## config.mk

```make
export PLATFORM = sky130hd
export DESIGN_NAME = bounded_lifo_stack_flat
export DESIGN_NICKNAME = d
export VERILOG_FILES = /design/src/hdl/blstk_pkg.sv /design/src/hdl/blstk_ifs.sv /design/src/hdl/bounded_lifo_stack.sv /design/src/hdl/blstk_ctrl.sv /design/src/hdl/blstk_dpath.sv /design/src/flat_wrapper.sv
export SDC_FILE = /design/constraint.sdc
export NUM_CORES = 1
export LEC_CHECK = 0
export ABC_AREA = 1
export BUFFER_PORTS_ARGS = -buffer_cell sky130_fd_sc_hd__clkbuf_2
export CORE_UTILIZATION = 60
export CTS_BUF_LIST = sky130_fd_sc_hd__clkbuf_4
export CTS_CLUSTER_SIZE = 24
export DETAILED_ROUTE_END_ITERATION = 6
export HOLD_SLACK_MARGIN = 0.12
export PLACE_DENSITY = 0.75
export SLEW_MARGIN = 20
export SYNTH_ARGS = -nofsm -noshare
export SYNTH_HDL_FRONTEND = slang
export SYNTH_SLANG_ARGS = --single-unit
```

## constraint.sdc

```tcl
create_clock -name clk -period 11.4 [get_ports clk]
set_input_delay 3.42 -clock clk [delete_from_list [all_inputs] [get_ports clk]]
set_output_delay 3.42 -clock clk [all_outputs]
set_load 0.01 [all_outputs]
```

## src/hdl/blstk_pkg.sv

```systemverilog
// shared types and constants of the bounded lifo stack
package blstk_pkg;

  localparam int WORD_W = 32;

  typedef enum logic [1:0] {
    OP_PUSH    = 2'd0,
    OP_POP     = 2'd1,
    OP_PEEK    = 2'd2,
    OP_DISPLAY = 2'd3
  } opcode_t;

  typedef enum logic [1:0] {
    ST_OK        = 2'd0,
    ST_OVERFLOW  = 2'd1,
    ST_UNDERFLOW = 2'd2,
    ST_EMPTY     = 2'd3
  } status_t;

  // controller to datapath
  typedef struct packed {
    logic    push_wr;    // write push word at top, count up
    logic    cnt_dec;    // count down (pop)
    logic    rd_top;     // read top entry, cursor to top
    logic    rd_next;    // read entry below cursor, cursor down
    logic    ld_now;     // load a result without data
    status_t ld_status;  // status of that result
    logic    ld_mem;     // load a result from read data
    logic    ld_last;    // last mark of that result
  } cmd_t;

  // datapath to controller
  typedef struct packed {
    logic empty;
    logic full;
    logic cur_zero;
    logic out_free;
  } stat_t;

endpackage

```

## src/hdl/blstk_ifs.sv

```systemverilog
// valid/ready channel interfaces for stack requests and results
interface blstk_in_if;
  logic                                valid;
  logic                                ready;
  logic [1:0]                          opcode;
  logic signed [blstk_pkg::WORD_W-1:0] push_value;

  modport source (output valid, output opcode, output push_value, input ready);
  modport sink   (input valid, input opcode, input push_value, output ready);
endinterface

interface blstk_out_if;
  logic                                valid;
  logic                                ready;
  logic signed [blstk_pkg::WORD_W-1:0] data_word;
  logic                                data_valid;
  logic [1:0]                          status;
  logic                                is_empty;
  logic                                is_full;
  logic                                last;

  modport source (output valid, output data_word, output data_valid, output status,
                  output is_empty, output is_full, output last, input ready);
  modport sink   (input valid, input data_word, input data_valid, input status,
                  input is_empty, input is_full, input last, output ready);
endinterface

```

## src/hdl/bounded_lifo_stack.sv

```systemverilog
// top level of the bounded lifo stack of signed 32-bit words
// A last-in first-out stack with room for DEPTH signed words. Every request
// transaction on in_ch carries an opcode: push, pop, peek or display. Push,
// and any request that fails (push when full, pop/peek/display when empty),
// yields one result transaction loaded in the cycle of acceptance. Pop and
// peek go through the registered read port of the entry memory. Display
// walks the stack from top to bottom, one memory read per entry, and gives
// one result per entry, each further read waiting until the result register
// is free; the bottom entry carries last. Every result reports is_empty and
// is_full as they stand after the request. A new request is taken only when
// the controller is idle and the result register is free or being drained
// in that cycle. The entry memory needs no clearing: only written entries
// are ever read.
module bounded_lifo_stack #(
  parameter int DEPTH = 8
) (
  input  logic      clk,
  input  logic      rst,
  blstk_in_if.sink    in_ch,
  blstk_out_if.source out_ch
);
  import blstk_pkg::*;

  cmd_t  cmd;   // controller commands for the datapath
  stat_t st;    // datapath status back to the controller

  // controller: one-hot state machine that sequences each request
  blstk_ctrl u_ctrl (
    .clk      (clk),
    .rst      (rst),
    .in_valid (in_ch.valid),
    .opcode   (in_ch.opcode),
    .st       (st),
    .in_ready (in_ch.ready),
    .cmd      (cmd)
  );

  // datapath: entry memory, entry count, display cursor, result register
  blstk_dpath #(
    .DEPTH (DEPTH)
  ) u_dpath (
    .clk        (clk),
    .rst        (rst),
    .cmd        (cmd),
    .push_value (in_ch.push_value),
    .st         (st),
    .out_ch     (out_ch)
  );

endmodule

```

## src/hdl/blstk_ctrl.sv

```systemverilog
// stack controller: sequences each request transaction
module blstk_ctrl (
  input  logic             clk,
  input  logic             rst,
  input  logic             in_valid,
  input  logic [1:0]       opcode,
  input  blstk_pkg::stat_t st,
  output logic             in_ready,
  output blstk_pkg::cmd_t  cmd
);
  import blstk_pkg::*;

  typedef enum logic [3:0] {
    S_IDLE      = 4'b0001,
    S_READ_TOP  = 4'b0010,
    S_READ_DISP = 4'b0100,
    S_WAIT_DISP = 4'b1000
  } state_t;

  state_t  state, state_next;
  opcode_t op;
  logic    accept;

  assign op       = opcode_t'(opcode);
  assign in_ready = (state == S_IDLE) && st.out_free;
  assign accept   = in_ready && in_valid;

  always_comb begin
    state_next    = state;
    cmd           = '0;
    cmd.ld_status = ST_OK;
    unique case (state)
      S_IDLE: begin
        if (accept) begin
          unique case (op)
            OP_PUSH: begin
              cmd.ld_now = 1'b1;
              if (st.full) begin
                cmd.ld_status = ST_OVERFLOW;
              end else begin
                cmd.push_wr = 1'b1;
              end
            end
            OP_POP: begin
              if (st.empty) begin
                cmd.ld_now    = 1'b1;
                cmd.ld_status = ST_UNDERFLOW;
              end else begin
                cmd.rd_top  = 1'b1;
                cmd.cnt_dec = 1'b1;
                state_next  = S_READ_TOP;
              end
            end
            OP_PEEK: begin
              if (st.empty) begin
                cmd.ld_now    = 1'b1;
                cmd.ld_status = ST_EMPTY;
              end else begin
                cmd.rd_top = 1'b1;
                state_next = S_READ_TOP;
              end
            end
            OP_DISPLAY: begin
              if (st.empty) begin
                cmd.ld_now    = 1'b1;
                cmd.ld_status = ST_EMPTY;
              end else begin
                cmd.rd_top = 1'b1;
                state_next = S_READ_DISP;
              end
            end
            default: begin
              state_next = S_IDLE;
            end
          endcase
        end
      end
      S_READ_TOP: begin
        cmd.ld_mem  = 1'b1;
        cmd.ld_last = 1'b1;
        state_next  = S_IDLE;
      end
      S_READ_DISP: begin
        cmd.ld_mem  = 1'b1;
        cmd.ld_last = st.cur_zero;
        state_next  = st.cur_zero ? S_IDLE : S_WAIT_DISP;
      end
      S_WAIT_DISP: begin
        if (st.out_free) begin
          cmd.rd_next = 1'b1;
          state_next  = S_READ_DISP;
        end
      end
      default: begin
        state_next = S_IDLE;
      end
    endcase
  end

  always_ff @(posedge clk) begin
    if (rst) begin
      state <= S_IDLE;
    end else begin
      state <= state_next;
    end
  end

endmodule

```

## src/hdl/blstk_dpath.sv

```systemverilog
// stack datapath: entry memory, count, cursor and result register
module blstk_dpath #(
  parameter int DEPTH = 8
) (
  input  logic                                clk,
  input  logic                                rst,
  input  blstk_pkg::cmd_t                     cmd,
  input  logic signed [blstk_pkg::WORD_W-1:0] push_value,
  output blstk_pkg::stat_t                    st,
  blstk_out_if.source                         out_ch
);
  import blstk_pkg::*;

  localparam int CW = $clog2(DEPTH + 1);
  localparam int AW = (DEPTH > 1) ? $clog2(DEPTH) : 1;

  logic [CW-1:0]            count, count_next;
  logic [AW-1:0]            cursor, top_addr, rd_addr;
  logic signed [WORD_W-1:0] mem [DEPTH];
  logic signed [WORD_W-1:0] rdata;

  logic                     out_valid;
  logic signed [WORD_W-1:0] data_word;
  logic                     data_valid;
  status_t                  status;
  logic                     is_empty, is_full, last;

  assign top_addr = AW'(count - CW'(1));
  assign rd_addr  = cmd.rd_top ? top_addr : (cursor - AW'(1));

  always_comb begin
    priority if (cmd.push_wr) begin
      count_next = count + CW'(1);
    end else if (cmd.cnt_dec) begin
      count_next = count - CW'(1);
    end else begin
      count_next = count;
    end
  end

  always_ff @(posedge clk) begin
    if (rst) begin
      count <= '0;
    end else begin
      count <= count_next;
    end
  end

  always_ff @(posedge clk) begin
    if (cmd.rd_top) begin
      cursor <= top_addr;
    end else if (cmd.rd_next) begin
      cursor <= cursor - AW'(1);
    end
  end

  always_ff @(posedge clk) begin
    if (cmd.push_wr) begin
      mem[count[AW-1:0]] <= push_value;
    end
    if (cmd.rd_top || cmd.rd_next) begin
      rdata <= mem[rd_addr];
    end
  end

  // result register
  always_ff @(posedge clk) begin
    if (rst) begin
      out_valid <= 1'b0;
    end else if (cmd.ld_now || cmd.ld_mem) begin
      out_valid <= 1'b1;
    end else if (out_ch.ready) begin
      out_valid <= 1'b0;
    end
  end

  always_ff @(posedge clk) begin
    if (cmd.ld_now || cmd.ld_mem) begin
      is_empty <= (count_next == '0);
      is_full  <= (count_next == CW'(DEPTH));
    end
    if (cmd.ld_now) begin
      data_word  <= '0;
      data_valid <= 1'b0;
      status     <= cmd.ld_status;
      last       <= 1'b1;
    end else if (cmd.ld_mem) begin
      data_word  <= rdata;
      data_valid <= 1'b1;
      status     <= ST_OK;
      last       <= cmd.ld_last;
    end
  end

  assign st.empty    = (count == '0);
  assign st.full     = (count == CW'(DEPTH));
  assign st.cur_zero = (cursor == '0);
  assign st.out_free = !out_valid || out_ch.ready;

  assign out_ch.valid      = out_valid;
  assign out_ch.data_word  = data_word;
  assign out_ch.data_valid = data_valid;
  assign out_ch.status     = status;
  assign out_ch.is_empty   = is_empty;
  assign out_ch.is_full    = is_full;
  assign out_ch.last       = last;

endmodule

```

## src/flat_wrapper.sv

```systemverilog
// flat-port wrapper written by rule: the top's interface ports become plain ports
module bounded_lifo_stack_flat import blstk_pkg::*;
#(
  parameter int DEPTH = 8
)
  (clk, rst, in_ch_valid, in_ch_opcode, in_ch_push_value, in_ch_ready, out_ch_valid, out_ch_data_word, out_ch_data_valid, out_ch_status, out_ch_is_empty, out_ch_is_full, out_ch_last, out_ch_ready);
  blstk_in_if in_ch_i ();
  blstk_out_if out_ch_i ();
  input  logic clk;
  input  logic rst;
  input wire logic [$bits(in_ch_i.valid)-1:0] in_ch_valid;
  input wire logic [$bits(in_ch_i.opcode)-1:0] in_ch_opcode;
  input wire logic [$bits(in_ch_i.push_value)-1:0] in_ch_push_value;
  output wire logic [$bits(in_ch_i.ready)-1:0] in_ch_ready;
  output wire logic [$bits(out_ch_i.valid)-1:0] out_ch_valid;
  output wire logic [$bits(out_ch_i.data_word)-1:0] out_ch_data_word;
  output wire logic [$bits(out_ch_i.data_valid)-1:0] out_ch_data_valid;
  output wire logic [$bits(out_ch_i.status)-1:0] out_ch_status;
  output wire logic [$bits(out_ch_i.is_empty)-1:0] out_ch_is_empty;
  output wire logic [$bits(out_ch_i.is_full)-1:0] out_ch_is_full;
  output wire logic [$bits(out_ch_i.last)-1:0] out_ch_last;
  input wire logic [$bits(out_ch_i.ready)-1:0] out_ch_ready;
  assign in_ch_i.valid = in_ch_valid;
  assign in_ch_i.opcode = in_ch_opcode;
  assign in_ch_i.push_value = in_ch_push_value;
  assign in_ch_ready = in_ch_i.ready;
  assign out_ch_valid = out_ch_i.valid;
  assign out_ch_data_word = out_ch_i.data_word;
  assign out_ch_data_valid = out_ch_i.data_valid;
  assign out_ch_status = out_ch_i.status;
  assign out_ch_is_empty = out_ch_i.is_empty;
  assign out_ch_is_full = out_ch_i.is_full;
  assign out_ch_last = out_ch_i.last;
  assign out_ch_i.ready = out_ch_ready;
  bounded_lifo_stack #(.DEPTH(DEPTH)) u_core (.clk(clk), .rst(rst), .in_ch(in_ch_i), .out_ch(out_ch_i));
endmodule
```

==> impl_results.md <==
* Synth top area share at 59.52%
* Clk pin slew, worst setup/hold paths at 60 ps
* Detailed placer's ending HPWL at 16730 um
* Number of flops mapped to enable cells by yosys at 295
* Synth unique cells at 34
* Worst setup path category: in -> out
* Sequential Area at 9719 um2
* Total Routing Usage GR at 26.70%
* Period utilisation layout at 65.28%
* Via/cell ratio at 5.256
* CP required at 7980 ps
* Post-CTS Setup Bufs at 0
* Syn_nets at 1536
* Area occupied by multi-input gates at 3505 um2
* DIE WIDTH at 159.5 um
* Number of global-route vias before repair at 9910
* CTS Buf Count at 84
* Final Hold Vio Count at 0
* Warnings, synthesis at 0
* Largest net degree at the start of global routing at 67
* Final WL at 33310 um
* Fillers at 1878
* Worst-Skew Late Latency at 720 ps
* Design Area, Final at 16640 um2
* R2r worst-path depth at 12
* CTS tree: yes
* Detailed Route Iter0 Violations at 867
* Tmin final at 7442 ps
* Initial antenna violation count at 2
* Complex-gate fraction of the synthesized area at 3.010%
* Yosys reg bits at 338
* DRC Markers at 0
* # hold bufs at CTS at 0
* Leakage at 7.740 nW
* Origin of the worst setup path: out_ch_ready
* CP bufs+invs at 4
* Most common cell in the netlist: inv_1
* Synthesized area per cell at 9.995 um2
* Post-synth top area cell: edfxtp_1
* Crit Path Max Fanout at 3
* Max-Cap Viols at 0
* Portion of netlist area occupied by mux cells at 0%
* Setup tns final at 0 ps
* Hold Crit Depth at 2
* Final Wtd Congestion at 0.7888
* Num ports at 78
* Placed Instance Area at 15500 um2
* Critical path's top delay family: buffers and inverters
* Mapped Area at 14880 um2
* Crit path launch type: primary input
* Critical hold path startpoint: u_core.u_dpath.rdata[20]
* Core area at 24320 um2
* Arrival time worst endpoint at 4020 ps
* I/O Buffers at 77
* Maximum clock path buffer count at 3
* Area grow syn2layout at 11.84%
* Status: complete, no violations
* Final #Nets at 1645
* Vias at 10490
* Largest family of logic cells by synthesized area: simple AND/OR/NAND/NOR gates
* CP cell instances: clkbuf_2 -> inv_1 -> nand2_1 -> nand3_2 -> inv_1 -> clkbuf_2
* Share of cells above drive strength 1 at 15.88%
* Final Max Slew Viols at 0
* Post-Synth Adder-Cell Area at 0.7566%
* Cells after Synth at 1489
* GR Overflow Total at 0
* Row cnt at 57
* Initial Util at 61.20%
* Critical Path Sink Type: output pin
* Routed WL per cell at 16.70 um
* RSZ-0062 raised after global routing: no
* Worst hold path type: reg -> reg
* Slowest CP cell: nand3_2
* Power density cells at 168.8 nW/um2
* CP Depth at 6
* Fin Clk Skew at 35.40 ps
* Total power draw at 0.002810 W
* Top post-synthesis cells by area: edfxtp_1, nand3_1, inv_1
* Synth Area in Simple Gates at 18.75%
* Top FF cell, synth: edfxtp_1
* VDD IR max at 0.09916 mV
* Die Height at 159.5 um
* Drt first pass iters at 5
* Cts repair resizes at 0
* Commonest cells post-synth: inv_1, nand3_1, edfxtp_1, nand2_1, dfxtp_1
* Post-route ant nets at 0
* Layout Cells excl Fill at 1995
* First-pass GRT wire length at 51860 um
* Synth async-reset ratio at 0%
* Sequential area share after synthesis at 65.30%
* Fmax at 134.4 MHz
* CP peak stage delay at 160 ps
* Worst-Margin Slew at 1115 ps
* Final setup vio count at 0
* R2r startpoint: u_core.u_dpath.count[1]
* Number of H-tree levels at 3
* Clock sinks at 338
* Slew margin rel. at 25.26%
* Post-Synth XOR/XNOR Area at 0.3531%
* Placed Cells at 1836
* Full die area at 25440 um2
* CTS Root Cell: clkbuf_4
kinds of logic after synthesis:
family / count (synthesis)
simple gates: 623
buf+inv: 429
flops: 338
compound gates: 84
fa+ha+maj: 9
xor+xnor: 6
tightest hold or removal path, cell delays in order, from the launching register on:
cell and delay [ps]:
edfxtp_1 320, o21ai_1 60, inv_1 40
layout make-up:
type / instances / share of cell area, %
Clock buffer: 130 / 5.863
Timing Repair Buffer: 97 / 3.217
Clock inverter: 27 / 0.9998
Inverter: 355 / 8.006
Multi-Input combinational cell: 722 / 21.06
Antenna cell: 2 / 0.03007
Tap cell: 324 / 2.436
Sequential cell: 338 / 58.39
layer usage:
metal,wire [um],GRT usage (%),up-vias
li1,-,-,5079
met1,13550,34.79,4861
met2,16140,43.93,478
met3,2804,4.741,67
met4,810,12.15,0
met5,0,0,-
cells in the final DEF, fill, tap and decap left out, types with 4 or more instances in the layout:
cell type	n
dfxtp_1	43
nand2_1	285
a21oi_1	38
o21ai_0	20
ha_1	9
inv_2	4
o21ai_1	18
edfxtp_1	295
nand3_1	296
clkinv_1	19
clkbuf_4	130
clkbuf_2	77
buf_4	20
nor2_1	17
nor3_2	6
inv_1	352
through the flow:
| step | utilization [%] | setup WS (ps) | hold WS [ps] |
|---|---|---|---|
| 2_1_floorplan | - | 4195 | 425.5 |
| 3_3_place_gp | 63.72 | 4001 | 427.6 |
| 3_5_place_dp | 63.72 | 3960 | 434.0 |
| 4_1_cts | 68.42 | 3961 | 445.8 |
| 5_1_grt | 68.44 | 3917 | 463.6 |
| 6_report | 68.44 | 3958 | 442.7 |
flip-flops by register name, summed over array words and instances (netlist names):
signal                            flops
u_core.u_dpath.out_ch.is_empty        1
u_core.u_dpath.out_ch.data_valid      1
u_core.u_dpath.out_ch.is_full         1
u_core.u_dpath.rdata                 32
u_core.u_dpath.out_ch.status          2
u_core.u_dpath.out_ch.data_word      32
u_core.u_dpath.out_ch.valid           1
u_core.u_dpath.count                  4
u_core.u_dpath.out_ch.last            1
u_core.u_ctrl.state                   4
u_core.u_dpath.cursor                 3
u_core.u_dpath.mem                  256
power breakdown:
part           internal, W  leakage (nW)  switching, W
clock             0.000568         0.679      0.000476
sequential         0.00139          3.01     0.0000168
combinational     0.000104          4.05      0.000252
total              0.00206          7.74      0.000746
path summary, 6_finish.rpt:
path / slack (ps) / end
min reg2reg: 440 / u_core.u_dpath.out_ch.data_word[20]
max: 3960 / in_ch_ready
max reg2reg: 7630 / u_core.u_dpath.rdata[25]
min: 440 / u_core.u_dpath.out_ch.data_word[20]
Note: power is estimated with default switching activity, not from simulation.
